<file path="src/hw/rtl/swm_pkg.sv">
// Shared types and constants for the sliding-window maximum filter.
`timescale 1ns / 1ps

package swm_pkg;

    localparam int SAMPLE_W = 32;
    localparam int CFG_W    = 7;

    localparam logic [CFG_W-1:0] WINDOW_SIZE_RESET = 7'd3;

    // Per-cycle control broadcast to every cell of the candidate chain.
    typedef struct packed {
        logic shift;   // front cell has aged out: every cell takes its neighbor
        logic accept;  // a new sample is taken this cycle
        logic last;    // the sample ends the array: clear after this step
    } t_cell_ctl;

    typedef struct packed {
        logic signed [SAMPLE_W-1:0] window_max;
        logic                       array_end;
    } t_result;

endpackage

</file>
<file path="src/hw/rtl/swm_cell.sv">
// One candidate cell: holds a value and its age, shifts toward the front.
`timescale 1ns / 1ps

module swm_cell import swm_pkg::*; #(
    parameter int AW = 7
) (
    input  logic                       i_clk,
    input  logic                       i_rst_n,
    input  t_cell_ctl                  i_ctl,
    input  logic signed [SAMPLE_W-1:0] i_x,
    input  logic                       i_prev_keep,
    input  logic                       i_nxt_valid,
    input  logic signed [SAMPLE_W-1:0] i_nxt_value,
    input  logic [AW-1:0]              i_nxt_age,
    output logic                       o_valid,
    output logic signed [SAMPLE_W-1:0] o_value,
    output logic [AW-1:0]              o_age,
    output logic                       o_keep
);

    logic                       r_valid;
    logic signed [SAMPLE_W-1:0] r_value;
    logic [AW-1:0]              r_age;
    logic                       n_valid;
    logic signed [SAMPLE_W-1:0] n_value;
    logic [AW-1:0]              n_age;
    logic                       src_valid;
    logic signed [SAMPLE_W-1:0] src_value;
    logic [AW-1:0]              src_age;
    logic                       keep;

    always_comb begin
        src_valid = i_ctl.shift ? i_nxt_valid : r_valid;
        src_value = i_ctl.shift ? i_nxt_value : r_value;
        src_age   = i_ctl.shift ? i_nxt_age   : r_age;
        keep      = src_valid && (src_value > i_x);
    end

    always_comb begin
        n_valid = src_valid;
        n_value = src_value;
        n_age   = src_age;
        if (i_ctl.accept) begin
            if (keep) begin
                n_age = src_age + AW'(1);
            end else if (i_prev_keep) begin
                // first slot past the survivors takes the new sample
                n_valid = 1'b1;
                n_value = i_x;
                n_age   = AW'(1);
            end else begin
                n_valid = 1'b0;
            end
            if (i_ctl.last) begin
                n_valid = 1'b0;
            end
        end
    end

    always_ff @(posedge i_clk) begin
        if (!i_rst_n) begin
            r_valid <= 1'b0;
        end else begin
            r_valid <= n_valid;
        end
    end

    always_ff @(posedge i_clk) begin
        r_value <= n_value;
        r_age   <= n_age;
    end

    assign o_valid = r_valid;
    assign o_value = r_value;
    assign o_age   = r_age;
    assign o_keep  = keep;

endmodule

</file>
<file path="config.mk">
export PLATFORM = sky130hd
export DESIGN_NAME = swm_cell
export DESIGN_NICKNAME = d
export VERILOG_FILES = /design/src/hw/rtl/swm_pkg.sv /design/src/hw/rtl/swm_cell.sv
export SDC_FILE = /design/constraint.sdc
export NUM_CORES = 1
export LEC_CHECK = 0
export BUFFER_PORTS_ARGS = -buffer_cell sky130_fd_sc_hd__buf_2
export CORE_AREA = 5 5 91 93
export DETAILED_ROUTE_END_ITERATION = 16
export DIE_AREA = 0 0 96 98
export PLACE_DENSITY = 0.67
export SLEW_MARGIN = 40
export SYNTH_ARGS = -nofsm -noshare
export SYNTH_HDL_FRONTEND = slang
export SYNTH_SLANG_ARGS = --single-unit
</file>
<file path="constraint.sdc">
create_clock -name i_clk -period 5.2 [get_ports i_clk]
set_input_delay 0.26 -clock i_clk [delete_from_list [all_inputs] [get_ports i_clk]]
set_output_delay 0.26 -clock i_clk [all_outputs]
set_load 0.05 [all_outputs]
</file>
==> metrics.md <==
| Metric | Value |
|---|---|
| Run status | `finished, final reports clean` |
| Global-route wire length before repair | `10,500 um` |
| Critical Path Start Type | `input port` |
| CTS tree | `yes` |
| Cell Count, Final, Fillers Out | `494` |
| Total track usage | `13.8%` |
| Clk buf depth | `2` |
| Crit-path max cell delay | `0.64 ns` |
| Source of the worst hold timing path | `i_rst_n` |
| Leak Pwr | `1.87 nW` |
| Worst reg2reg path depth | `9` |
| Routed Antenna Nets | `0` |
| Crit-path cells | `buf_2, mux2_2, ha_1, nand4_2, or2_1, o32a_1, and3b_4, o31a_4, nor2_8, mux2_2` |
| Flops & latches, synth | `40` |
| Top cell by count, worst path | `mux2_2` |
| Synth Area in Adders | `approximately 14%` |
| Synth Area in Simple Gates | `8.76%` |
| 1st-pass router iterations | `4` |
| Full die area | `9410 um2` |
| Largest net degree at the start of global routing | `38` |
| Syn_nets | `about 380` |
| Synth top area cells | `dfxtp_1 (28%), mux2_2 (18%), ha_1 (14%)` |
| TNS Setup | `0 ns` |
| Top_reg_cell synth | `dfxtp_1` |
| Skew final | `roughly 0.014 ns` |
| Worst vdd ir | `0.152 mV` |
| Relative slew slack | `45.5%` |
| Die X | `96 um` |
| Register area share after synthesis | `28.0%` |
| Post-DR wirelength/cell | `13.4 um` |
| Worst path slowest cell | `nor2_8` |
| Crit share post-route | `between 70 and 80%` |
| Cell depth of the worst hold path | `2` |
| Fmax | `~0.26 GHz` |
| Total core area | `7450 um2` |
| R2R Setup Slk | `approximately 1.8 ns` |
| R2R Path Start | `o_value[31]` |
| EDFF count, synth | `0` |
| Compound-Gate Fraction of Synth Area | `9.81%` |
| Maxcap violations | `0` |
| Initial Util | `38.4%` |
| HPWL after detailed placement | `5480 um` |
| Synth cell types | `44` |
| Final instance area | `3620 um2` |
| Overflow after GRT | `0` |
| Placed insts | `roughly 490` |
| Max-slew violations | `0` |
| Mux contribution to synthesized area | `31.8%` |
| Unrepaired setup endpoints after global routing | `false` |
| Vias per Instance | `~4.7` |
| H-tree levels | `2` |
| Clock latency on the worst-skew pair | `approximately 0.29 ns` |
| Layout cells sized above 1 | `50.9%` |
| Mapped cell area | `between 2000 and 3000 um2` |
| Root Driver | `clkbuf_8` |
| Post-Synthesis Mean Instance Area | `around 11 um2` |
| DP Area | `3510 um2` |
| Worst EP arrival | `3.96 ns` |
| Register area | `801 um2` |
| CP max FO | `37` |
| Seq pwr share | `33.4%` |
| NumNets Final | `roughly 500` |
| Power Density | `about 310 nW/um2` |
| Pre-CTS setup slack | `1.04 ns` |
| Tmin final | `3.79 ns` |
| XOR/XNOR Fraction of Synth Area | `0%` |
| Clk slew on worst S/H paths | `approximately 0.080 ns` |
| Routability cong. | `around 0.8` |
| Port Buffers | `around 120` |
| Worst setup startpoint | `i_ctl[2]` |
| FILL cells | `roughly 750` |
| Post-CTS sizing | `0` |
| Final setup margin | `1.41 ns` |
| Synth Warn # | `0` |
| Post-CTS Hold Fix Bufs | `0` |
| Main combinational cell family by area after synthesis | `multiplexers` |
| Clk pwr share | `between 20% and 30%` |
| Final WL | `6630 um` |
| Yosys top cell by area | `dfxtp_1` |
| Crit Path Class | `in2reg` |
| Sw Ratio | `38.9%` |
| Layout area overhead | `26.7%` |
| Worst Path Required | `5.37 ns` |
| Hold Crit Class | `in2reg` |
| Drc violations | `0` |
| Mapped Cells | `272` |
| Top Ports | `119` |
| Vias in the first global route | `2,451` |
| Final Util | `48.6%` |
| Fin Hold WS | `0.189 ns` |
| Slew @ Worst Pin | `0.810 ns` |
| Number of setup buffers added after CTS | `0` |
| NetSw | `roughly 0.43 mW` |
| Fin. Hold Viols | `0` |
| Total vias in the final route | `between 2,000 and 2,500` |
| Initial antenna violation count | `1` |
| Internal power | `0.682 mW` |
| CP endpoint kind | `register` |
| Final Setup Violations | `0` |
| Iter 0 DRT Violations | `31` |
| Multi-input gate area | `1850 um2` |
| Share of async-settable or async-resettable flops after synthesis | `0%` |
| Total power | `1.12 mW` |
| Rows | `32` |
| DIE HEIGHT | `between 90 and 100 um` |
| TritonCTS Buffers | `5` |
| Clock Sinks | `40` |
| Combinational share of power | `a little over two fifths` |
| Synth top area share | `28.0%` |
-- sequential cells by signal, summed over array words and instances (netlist names) --
signal,cells
o_valid,1
o_age,7
o_value,32
-- synth_stat cells, drive strengths merged (2+ instances only) --
cell type / n
mux2: 69
dfxtp: 40
inv: 35
ha: 33
a21oi: 17
nand2: 9
nand4: 6
nor2: 5
and3: 4
buf: 4
clkbuf: 4
mux2i: 4
nand3: 4
nor3: 4
o21ai: 4
a21boi: 3
o31a: 3
a21o: 2
nor2b: 2
nor4: 2
o21a: 2
-- power by group through the flow --
stage          Sequential, mW  Combinational, mW  Clock [mW]
4_1_cts                 0.374              0.496       0.266
6_report                0.373              0.489       0.254
2_1_floorplan           0.540              0.220           0
3_5_place_dp            0.380              0.495           0
3_3_place_gp            0.378              0.487           0
5_1_grt                 0.379              0.531       0.277
-- layer usage --
metal  GRT usage [%]  share of wire, %  vias to the layer above
li1                -                 -                     1213
met1            15.9                42                     1050
met2            24.6                49                       71
met3            4.08               7.6                        4
met4            3.39              0.78                        0
met5               0                 0                        -
-- cell families after synthesis --
logic type	Yosys count
flops	40
compound gates	41
buf+inv	43
simple gates	42
mux	73
fa+ha+maj	33
-- worst max-delay path, delay by kind of cell --
family	cells	cell delay, ns
muxes	2	0.82
AOI/OAI and AO/OA	2	0.68
adders and majority gates	1	0.33
buffers and inverters	1	0.58
and+or+nand+nor	4	1.26
-- cell usage in the layout, fill, tap and decap left out, types with 2 or more instances in the layout --
cell type,n
dfxtp_1,40
nor4_1,2
mux2_2,45
nand4_1,5
a21o_1,2
inv_1,35
ha_1,33
nor2_1,4
nand2_1,9
nand3_1,4
and3_1,4
o31a_1,2
nor3_1,4
mux2i_1,4
buf_2,118
a21boi_0,2
o21ai_0,4
mux2_4,24
o21a_1,2
nor2b_1,2
clkbuf_8,5
a21oi_1,17
-- path summary, 6_finish.rpt --
check / to
worst max-delay path: o_value[3]
worst min-delay path: o_valid
worst max register to register: o_value[3]
worst min register to register: o_value[0]
-- area by class of cell --
cell class | count | area share (%)
multi-input combinational | 189 | 51.1
sequential | 40 | 22.1
timing repair buffer | 119 | 16.5
inverter | 35 | 3.63
tap | 102 | 3.53
clock buffer | 6 | 2.01
clock inverter | 2 | 0.968
antenna | 1 | 0.0692
(Power assumes the default switching activity.)
