==> src/hw/rtl/swm_pkg.sv <==
// Shared types and constants for the sliding-window maximum filter.
`timescale 1ns / 1ps

package swm_pkg;

    localparam int SAMPLE_W = 32;
    localparam int CFG_W    = 7;

    localparam logic [CFG_W-1:0] WINDOW_SIZE_RESET = 7'd3;

    // Per-cycle control broadcast to every cell of the candidate chain.
    typedef struct packed {
        logic shift;   // front cell has aged out: every cell takes its neighbor
        logic accept;  // a new sample is taken this cycle
        logic last;    // the sample ends the array: clear after this step
    } t_cell_ctl;

    typedef struct packed {
        logic signed [SAMPLE_W-1:0] window_max;
        logic                       array_end;
    } t_result;

endpackage

==> src/hw/rtl/swm_ifs.sv <==


interface swm_res_if import swm_pkg::*; ();
    logic                       valid;
    logic                       ready;
    logic signed [SAMPLE_W-1:0] window_max;
    logic                       array_end;

    modport source (output valid, output window_max, output array_end, input ready);
    modport sink   (input valid, input window_max, input array_end, output ready);
endinterface


==> src/hw/rtl/swm_out_buf.sv <==
// Two-entry result buffer: output register plus skid entry.
`timescale 1ns / 1ps

module swm_out_buf import swm_pkg::*; (
    input  logic         i_clk,
    input  logic         i_rst_n,
    input  logic         i_push,
    input  t_result      i_data,
    output logic         o_full,
    swm_res_if.source    o_res
);

    t_result r_head;
    t_result r_skid;
    logic    r_head_valid;
    logic    r_skid_valid;
    t_result n_head;
    t_result n_skid;
    logic    n_head_valid;
    logic    n_skid_valid;
    logic    pop;

    assign pop = r_head_valid && o_res.ready;

    always_comb begin
        n_head       = r_head;
        n_skid       = r_skid;
        n_head_valid = r_head_valid;
        n_skid_valid = r_skid_valid;
        if (pop) begin
            if (r_skid_valid) begin
                n_head       = r_skid;
                n_skid       = i_data;
                n_skid_valid = i_push;
            end else begin
                n_head       = i_data;
                n_head_valid = i_push;
            end
        end else if (i_push) begin
            if (r_head_valid) begin
                n_skid       = i_data;
                n_skid_valid = 1'b1;
            end else begin
                n_head       = i_data;
                n_head_valid = 1'b1;
            end
        end
    end

    always_ff @(posedge i_clk) begin
        if (!i_rst_n) begin
            r_head_valid <= 1'b0;
            r_skid_valid <= 1'b0;
        end else begin
            r_head_valid <= n_head_valid;
            r_skid_valid <= n_skid_valid;
        end
    end

    always_ff @(posedge i_clk) begin
        r_head <= n_head;
        r_skid <= n_skid;
    end

    assign o_full           = r_skid_valid;
    assign o_res.valid      = r_head_valid;
    assign o_res.window_max = r_head.window_max;
    assign o_res.array_end  = r_head.array_end;

`ifndef NO_ASSERTIONS
    a_skid_behind_head: assert property (@(posedge i_clk) disable iff (!i_rst_n)
        r_skid_valid |-> r_head_valid)
        else $error("skid entry held without a head entry");
    a_no_push_when_full: assert property (@(posedge i_clk) disable iff (!i_rst_n)
        r_skid_valid && !o_res.ready |=> r_skid_valid && $stable(r_skid))
        else $error("skid entry lost while output stalled");
`endif

endmodule

==> src/flat_wrapper.sv <==
// flat-port wrapper written by rule: the top's interface ports become plain ports
module swm_out_buf_flat import swm_pkg::*;
  (i_clk, i_rst_n, i_push, i_data, o_full, o_res_valid, o_res_window_max, o_res_array_end, o_res_ready);
  swm_res_if o_res_i ();
  input  logic i_clk;
  input  logic i_rst_n;
  input  logic i_push;
  input  t_result i_data;
  output logic o_full;
  output wire logic [$bits(o_res_i.valid)-1:0] o_res_valid;
  output wire logic [$bits(o_res_i.window_max)-1:0] o_res_window_max;
  output wire logic [$bits(o_res_i.array_end)-1:0] o_res_array_end;
  input wire logic [$bits(o_res_i.ready)-1:0] o_res_ready;
  assign o_res_valid = o_res_i.valid;
  assign o_res_window_max = o_res_i.window_max;
  assign o_res_array_end = o_res_i.array_end;
  assign o_res_i.ready = o_res_ready;
  swm_out_buf u_core (.i_clk(i_clk), .i_rst_n(i_rst_n), .i_push(i_push), .i_data(i_data), .o_full(o_full), .o_res(o_res_i));
endmodule
==> config.mk <==
export PLATFORM = sky130hd
export DESIGN_NAME = swm_out_buf_flat
export DESIGN_NICKNAME = d
export VERILOG_FILES = /design/src/hw/rtl/swm_pkg.sv /design/src/hw/rtl/swm_ifs.sv /design/src/hw/rtl/swm_out_buf.sv /design/src/flat_wrapper.sv
export SDC_FILE = /design/constraint.sdc
export NUM_CORES = 1
export LEC_CHECK = 0
export ABC_AREA = 1
export BUFFER_PORTS_ARGS = -buffer_cell sky130_fd_sc_hd__buf_4
export CAP_MARGIN = 20
export CELL_PAD_IN_SITES_DETAIL_PLACEMENT = 0
export CELL_PAD_IN_SITES_GLOBAL_PLACEMENT = 1
export CORE_ASPECT_RATIO = 1.25
export CORE_MARGIN = 4
export CORE_UTILIZATION = 44
export DETAILED_ROUTE_END_ITERATION = 10
export HOLD_SLACK_MARGIN = 0.08
export PLACE_DENSITY_LB_ADDON = 0.3
export SETUP_SLACK_MARGIN = 0.4
export SLEW_MARGIN = 20
export SYNTH_ARGS = -nofsm -noshare
export SYNTH_HDL_FRONTEND = slang
export SYNTH_SLANG_ARGS = --single-unit
export TNS_END_PERCENT = 30
==> constraint.sdc <==
create_clock -name i_clk -period 5.8 [get_ports i_clk]
set_input_delay 0 -clock i_clk [delete_from_list [all_inputs] [get_ports i_clk]]
set_output_delay 0 -clock i_clk [all_outputs]
set_load 0.1 [all_outputs]
==> impl_metrics.toml, run 1 <==
[setup_path]
r2r-end = "u_core.r_skid[16]"
critical_path.startpoint = "u_core.o_res.valid"
path_max_fanout = 37
arrival_ns = 1.92
end_kind = "flop"
reg2regPathDepth = 5
critical_path.slowest_cell = "dfxtp_1"
critPathMaxStageDelay_ns = 0.49
rr_startpoint = "u_core.o_res.valid"
required_ns = 5.81
cp_cell_sequence = "nand2_4 > nand2_1 > nand2_1 > inv_1 > buf_4"
critPathMostFrequentCell = "nand2_1"
reg2reg_slack_ns = 3.89
startpoint_type = "flop"
critical_path_class = "flop to flop"

[sta]
final-setup-viol-count = 0
finalHoldViolCount = 0
slew-limit-headroom = 0.310
setup_tns_ns = 0
hold_slack_ns = 0.261
fin_crit_sh = 0.329
fmax_mhz = 523
worst_slew_pin_slew_ns = 1.03
fin_crit_ns = 1.91
skew_ns = 0.00859
rsz0062_at_grt = "false"
slew_viol_final = 0

[pwr]
vdd_drop_max_v = 0.000184
p_leak_nw = 1.50
p_switching_uw = 361
power.share.switching = 0.304
powerDensity_nw_per_um2 = 319
power.internal_uw = 829
p_clk_frac = 0.317
pwr-share-comb = 0.194
seqPwrFrac = 0.489

[die]
core_sq_um = 5780
die_w_um = 76.8
floorplan.initialDensity = 0.451
row_count = 31
ios = 72
die_h_um = 94.0
dieArea_sq_um = 7230

[yosys]
ys_types = 14
synth_area_sq_um = 2610
ys_warn_count = 0
syn_nets = 230
avgSynthCellArea_sq_um = 13.5
synth-seq-cells = 68
yosysSeqAreaShare = 0.776
post_synth_inst_count = 193

[worst_hold_path]
hp-start = "o_res_ready"
holdPathEnd = "u_core.r_skid[3]"
hp-class = "primary input to flop"
hold_path_depth = 4

[finish]
final_common_cell = "buf_4"
drive_gt1_frac = 0.301
fin_util = 0.645
final_cell_mix = "buf_4 (72), nand2_1 (71), edfxtp_1 (66)"
area_growth_pct = 43.1
fin_nets = 341
antennaDiodeCount = 0

[routing]
num_vias = 1794
wl_mm = 5.45
wl_per_cell_um = 14.5
ant_nets = 0
dr.pass1.iters = 4
drtIter0Drc = 112
drc = 0
vias_per_cell = 4.78

[global_route]
grt_max_degree = 38
antenna_found_initial = 0
grt_pass1_vias = 1774
grt_usage = 0.157
grt_pass1_wl_mm = 8.55
overflow = 0

[clocking]
hold_buffers = 37
cts_tree = "done"
clockRootBuffer = "clkbuf_8"
cts_setup_buffers = 0
cts_resized = 0
clockBufferDepth = 2
clock_sinks = 68
numCtsBuffers = 9
clkSlewWorstSetupHoldPaths_ns = 0.07
clk_latency_ns = 0.34
cts_max_level = 3

[placement]
dp_hpwl_mm = 3.28
globalplace.congestion = 0.704
port_buffers = 71

[flow_run]
drv_cap = 0

[run_status]
status = "complete, no violations"
-- power groups by stage --
| stage | registers (mW) | clock network (mW) | logic, mW |
|---|---|---|---|
| 2_1_floorplan | 0.720 | 0 | 0.0283 |
| 5_1_grt | 0.585 | 0.409 | 0.241 |
| 6_report | 0.582 | 0.378 | 0.231 |
| 3_5_place_dp | 0.593 | 0 | 0.212 |
| 3_3_place_gp | 0.592 | 0 | 0.210 |
| 4_1_cts | 0.582 | 0.383 | 0.232 |
-- per-stage QoR --
step	instance area, sq um	total power [mW]	instances	worst slack [ns]
finish	3730	1.19	375	3.89
CTS	3730	1.20	375	3.87
global route	3730	1.23	375	3.71
floorplan	2610	0.749	193	2.11
global placement	3170	0.803	322	3.96
detailed placement	3170	0.805	322	3.88
-- cell families (layout without fill, tap and decap cells) --
group                  Yosys count  count (layout)  synth area share
AO/OA/AOI/OAI                   36              36            0.0691
buffers and inverters           14             130            0.0360
flip-flops                      68              68             0.776
AND/OR/NAND/NOR                 75              75             0.119
-- final cells by class --
cell class | instances | area (sq um)
fillers | 438 | 2050
well taps | 66 | 82.6
clock inverters | 7 | 67.6
flip-flops and latches | 68 | 2020
repair buffers | 109 | 911
inverters | 5 | 21.3
multi-input cells | 111 | 502
clock buffers | 9 | 124
-- Yosys cell counts --
| cell type | count | area (sq um) |
|---|---|---|
| o21ai_0 | 24 | 120 |
| nand2_4 | 1 | 11.3 |
| inv_1 | 4 | 15.0 |
| buf_6 | 5 | 56.3 |
| clkbuf_1 | 3 | 11.3 |
| o21ai_1 | 10 | 50.1 |
| edfxtp_1 | 66 | 1980 |
| nand2_1 | 71 | 267 |
| inv_4 | 1 | 6.26 |
| nor2_8 | 1 | 20.0 |
| dfxtp_1 | 2 | 40.0 |
| clkbuf_2 | 1 | 5.00 |
| nand2_2 | 2 | 12.5 |
| a21oi_1 | 2 | 10.0 |
-- routing by layer --
layer  vias up  part of all wire  global-route usage
met4         0             0.023              0.0861
li1        898                 -                   -
met3        10             0.063              0.0451
met1       819              0.42               0.193
met5         -                 0                   0
met2        67              0.49               0.249
-- sequential cells by signal, summed over array words and instances (netlist names) --
| name | count |
|---|---|
| u_core.o_res.valid | 1 |
| u_core.r_skid | 33 |
| u_core.o_full | 1 |
| u_core.o_res.window_max | 32 |
| u_core.o_res.array_end | 1 |
-- worst max-delay path by stage --
stage | depth (start not counted) | to
after CTS | 5 | u_core.r_skid[7]
after global placement | 5 | u_core.r_skid[21]
final | 5 | u_core.r_skid[16]
after global routing | 5 | u_core.r_skid[16]
after floorplan | 1 | u_core.o_res.array_end
after detailed placement | 5 | u_core.r_skid[21]
-- worst max-delay path, delay by kind of cell (launching register included) --
| kind | cells | cell delay (ns) |
|---|---|---|
| simple gates | 3 | 0.48 |
| buf+inv | 2 | 0.60 |
| flops | 1 | 0.49 |
Power figures use the tool's default switching activity.
==> run 2: changes to the inputs <==
CORE_UTILIZATION = 37   (was 44)
clock period = 1.7 ns   (was 5.8 ns; I/O delays follow)
==> run 2 against run 1 <==
Die area is 17% higher; count of clock-buffer cells in the layout is 1 higher; clock skew is 0.0010 ns lower; flip-flop and latch count stayed put; sequential power grew to 3.4 times the previous value; setup slack worse by 3.5 ns; maximum frequency is 50% higher; clock power grew to 2.9 times the previous value; critical path type unchanged.
==> impl_metrics.toml, run 2 (synthesis gave the netlist of run 1 again) <==
[setup_path]
cp_cell_sequence = "o21ai_4"
reg2reg_slack_ns = 0.42
critical_path.slowest_cell = "o21ai_4"
end_kind = "flop"
required_ns = 1.67
crit_buf_inv = 0
path_max_fanout = 17
critical_path.startpoint = "u_core.o_res.valid"
r2r-end = "u_core.o_res.window_max[1]"
arrival_ns = 1.25
cp_top_family = "compound AO/OA/AOI/OAI gates"
reg2regPathDepth = 1
crit_cells = 1
critical_path_class = "flop to flop"
startpoint_type = "flop"
worstSetupEndpoint = "u_core.o_res.window_max[1]"
rr_startpoint = "u_core.o_res.valid"
critPathMaxStageDelay_ns = 0.51

[finish]
fin_area_sq_um = 3920
area_growth_pct = 50.4
largest_reg_flops = 33
antennaDiodeCount = 0
fin_util = 0.586
final_cells = 408
fillers = 576
fin_nets = 353
drive_gt1_frac = 0.343
regMostFlops = "u_core.r_skid"
final_cell_mix = "buf_4 (77), nand2_1 (69), edfxtp_1 (66)"
final_common_cell = "buf_4"

[sta]
fmax_mhz = 783
setup_tns_ns = 0
skew_ns = 0.00757
rsz0062_at_grt = "true"
slew-limit-headroom = 0.613
final-setup-viol-count = 0
slew_viol_final = 0
worst_slew_pin_slew_ns = 0.578
fin_crit_ns = 1.28
finalHoldViolCount = 0
hold_slack_ns = 0.153
fin_crit_sh = 0.751

[die]
floorplan.initialDensity = 0.390
ios = 72
die_h_um = 102
die_w_um = 83.1
row_count = 33
dieArea_sq_um = 8460
core_sq_um = 6690

[global_route]
grt_pass1_vias = 1841
grt_usage = 0.143
antenna_found_initial = 0
grt_max_degree = 39
overflow = 0
grt_pass1_wl_mm = 9.31

[placement]
globalplace.congestion = 0.718
dp_hpwl_mm = 3.29
place_area_sq_um = 3230
port_buffers = 71
place_inst = 345

[clocking]
clock_sinks = 68
clockBufferDepth = 2
clkSlewWorstSetupHoldPaths_ns = 0.07
clk_latency_ns = 0.33
clockRootBuffer = "clkbuf_8"
cts_max_level = 3
cts_tree = "done"
numCtsBuffers = 9

[pwr]
powerDensity_nw_per_um2 = 998
p_leak_nw = 1.55
vdd_drop_max_v = 0.000533

[worst_hold_path]
hp-class = "primary input to flop"

[routing]
ant_nets = 0
dr.pass1.iters = 4
vias_per_cell = 4.60
drtIter0Drc = 103
num_vias = 1875
wl_mm = 6.16
wl_per_cell_um = 15.1
drc = 0

[flow_run]
drv_cap = 0

[run_status]
status = "complete, no violations"
run 2: layer usage:
layer  GRT usage  share of wire  vias to the layer above
met4      0.0717          0.017                        0
li1            -              -                      926
met5           0              0                        -
met2       0.230           0.50                       66
met1       0.177           0.43                      875
met3      0.0419          0.053                        8
run 2: timing repair:
action                     in CTS  in global routing
gates resized for setup         1                  6
hold buffers                   36                  0
hold endpoints to repair       68                  0
gates cloned                    1                  3
buffers inserted                0                  7
pin swaps                       1                  3
setup endpoints to repair      99                 99
run 2: how the worst min path moves through the flow:
stage                                   end  slack [ns]  cells after the start         from
after floorplan            u_core.r_skid[0]         0.1                      0    i_data[0]
after global placement    u_core.r_skid[26]        0.19                      1   i_data[26]
after global routing          u_core.o_full        0.16                      4  o_res_ready
after detailed placement  u_core.r_skid[26]        0.19                      1   i_data[26]
after CTS                     u_core.o_full        0.14                      4  o_res_ready
final                         u_core.o_full        0.15                      4  o_res_ready
run 2: worst min-delay path: stages:
cell,delay [ns]
buf_4,0.18
nand2_8,0.13
nand2_1,0.08
a21oi_1,0.05
run 2: final cells by class:
type                    instances  area [sq um]  area share
well taps                      87           109      0.0278
inverters                       5          30.0     0.00766
clock inverters                 6          31.3     0.00798
multi-input cells             115           574       0.147
repair buffers                117          1020       0.260
clock buffers                  10           128      0.0326
flip-flops and latches         68          2030       0.518
run 2: stage by stage:
step / worst slack [ns] / power (mW)
after CTS: 0.200 / 3.92
after floorplan: 0.00756 / 2.56
after global routing: 0.352 / 4.06
final: 0.423 / 3.91
after detailed placement: 0.0876 / 2.75
after global placement: 0.102 / 2.75
run 2: where the power goes:
part | leakage [nW] | switching (mW) | internal, mW | total, mW
Sequential | 0.642 | 0.0329 | 1.95 | 1.99
Combinational | 0.827 | 0.606 | 0.227 | 0.833
Clock | 0.0832 | 0.580 | 0.514 | 1.09
==> run 3: changes to the inputs <==
CORE_UTILIZATION = 41   (was 37)
clock period = 1.2 ns   (was 1.7 ns; I/O delays follow)
==> run 3 against run 2 <==
The run now ends with negative hold slack, negative setup slack left; first-iteration DRC count grew 36%; routed wire length grew 6.2%; global-route usage grew 3.2 points; design area grew 17%; critical path depth grew 3; clock power grew 64%; clock skew shrank 0.0016 ns; worst hold slack lost 0.15 ns; final cell count grew 1.5%; register-to-register slack lost 0.47 ns; flip-flop and latch count is the same; count of clock-buffer cells in the layout shrank 1; largest power group unchanged; highest routed layer unchanged.
==> impl_metrics.toml, run 3 (synthesis gave the netlist of run 1 again) <==
[run_status]
status = "complete, but fails checks"
failed_checks = "negative hold slack, negative setup slack"

[sta]
fin_crit_ns = 1.24
finalHoldViolCount = 1
finalWorstSetupSlack_ns = -0.0433
setup_tns_ns = -0.981
rsz0062_at_grt = "true"
worst_slew_pin_slew_ns = 0.246
fmax_mhz = 804
hold_slack_ns = -0.00185
fin_crit_sh = 1.04
slew_viol_final = 0
skew_ns = 0.00601
final-setup-viol-count = 47
slew-limit-headroom = 0.836

[routing]
wl_per_cell_um = 15.8
vias_per_cell = 4.69
wl_mm = 6.55
num_vias = 1941
drtIter0Drc = 140
drc = 0
dr.pass1.iters = 4
ant_nets = 0

[finish]
fillers = 422
fin_nets = 361
regMostFlops = "u_core.r_skid"
largest_reg_flops = 33
final_cell_mix = "nand2_1 (66), edfxtp_1 (66), buf_4 (41)"
area_growth_pct = 75.7
drive_gt1_frac = 0.422
fin_area_sq_um = 4580
final_cells = 414
antennaDiodeCount = 0

[placement]
globalplace.congestion = 0.751
place_area_sq_um = 3340
port_buffers = 71
post-place-ws_ns = -0.0328
place_inst = 349
dp_hpwl_mm = 3.41

[die]
die_h_um = 97.1
ios = 72
row_count = 32
die_w_um = 79.3
floorplan.initialDensity = 0.423
dieArea_sq_um = 7700
core_sq_um = 6170

[global_route]
overflow = 0
grt_pass1_vias = 2028
antenna_found_initial = 0
grt_pass1_wl_mm = 10.2
grt_max_degree = 25
grt_usage = 0.175

[setup_path]
critPathMaxStageDelay_ns = 0.38
cp_cell_sequence = "buf_6 > o21ai_4 > buf_6 > buf_12"
critPathMostFrequentCell = "buf_6"
critical_path_class = "flop to flop"
arrival_ns = 1.29
path_max_fanout = 12
startpoint_type = "flop"
end_kind = "flop"
critical_path.slowest_cell = "dfxtp_4"
required_ns = 1.25

[pwr]
powerDensity_nw_per_um2 = 1350
vdd_drop_max_v = 0.00100
p_leak_nw = 1.80

[clocking]
clk_latency_ns = 0.33
cts_max_level = 3
clock_sinks = 68
clockBufferDepth = 2
cts_tree = "done"
clkSlewWorstSetupHoldPaths_ns = 0.07
clockRootBuffer = "clkbuf_8"
numCtsBuffers = 9

[worst_hold_path]
hp-class = "primary input to flop"

[flow_run]
drv_cap = 0
run 3: through the flow:
step	power, mW	util
after floorplan	3.62	-
after global placement	3.94	0.542
after detailed placement	3.95	0.542
after CTS	6.12	0.716
after global routing	6.37	0.742
final	6.16	0.742
run 3: routing by layer:
metal | part of all wire | routed length (um) | GRT usage | vias to the layer above
met5 | 0 | 0 | 0 | -
met4 | 0.020 | 130 | 0.0529 | 0
met3 | 0.052 | 341 | 0.0575 | 13
met2 | 0.52 | 3400 | 0.300 | 71
met1 | 0.41 | 2670 | 0.207 | 913
li1 | - | - | - | 944
run 3: timing repair:
item                                    in CTS  in global routing
endpoints found under the hold margin       68                  2
hold buffers                                34                  1
endpoints found under the setup margin     136                136
cloned                                       3                  4
buffers inserted                             3                  4
pin swaps                                   50                 11
resized for setup                          127                 29
run 3: final timing paths:
path / startpoint / end / slack, ns / depth (start not counted)
hold reg to reg: u_core.r_skid[5] / u_core.o_res.window_max[4] / 0.52 / 2
setup / recovery: u_core.o_res.valid / u_core.o_res.window_max[23] / -0.04 / 4
setup reg to reg: u_core.o_res.valid / u_core.o_res.window_max[23] / -0.04 / 4
hold / removal: o_res_ready / u_core.o_res.valid / -0.002 / 4
run 3: worst max-delay path, delay by kind of cell, from the launching register on:
family | cells | cell delay (ns)
compound gates | 1 | 0.15
buf+inv | 3 | 0.43
flops | 1 | 0.38
run 3: final cells by class:
class | count | area [sq um] | share of cell area
flip-flops and latches | 68 | 2030 | 0.443
well taps | 85 | 106 | 0.0232
clock inverters | 7 | 67.6 | 0.0148
inverters | 5 | 30.0 | 0.00656
repair buffers | 127 | 1610 | 0.352
clock buffers | 9 | 124 | 0.0271
multi-input cells | 113 | 611 | 0.133
run 3: power by group:
| part | total [mW] | leakage [nW] | internal [mW] | switching (mW) |
|---|---|---|---|---|
| Combinational | 1.51 | 1.07 | 0.610 | 0.898 |
| Sequential | 2.86 | 0.642 | 2.77 | 0.0888 |
| Clock | 1.79 | 0.0926 | 0.947 | 0.843 |
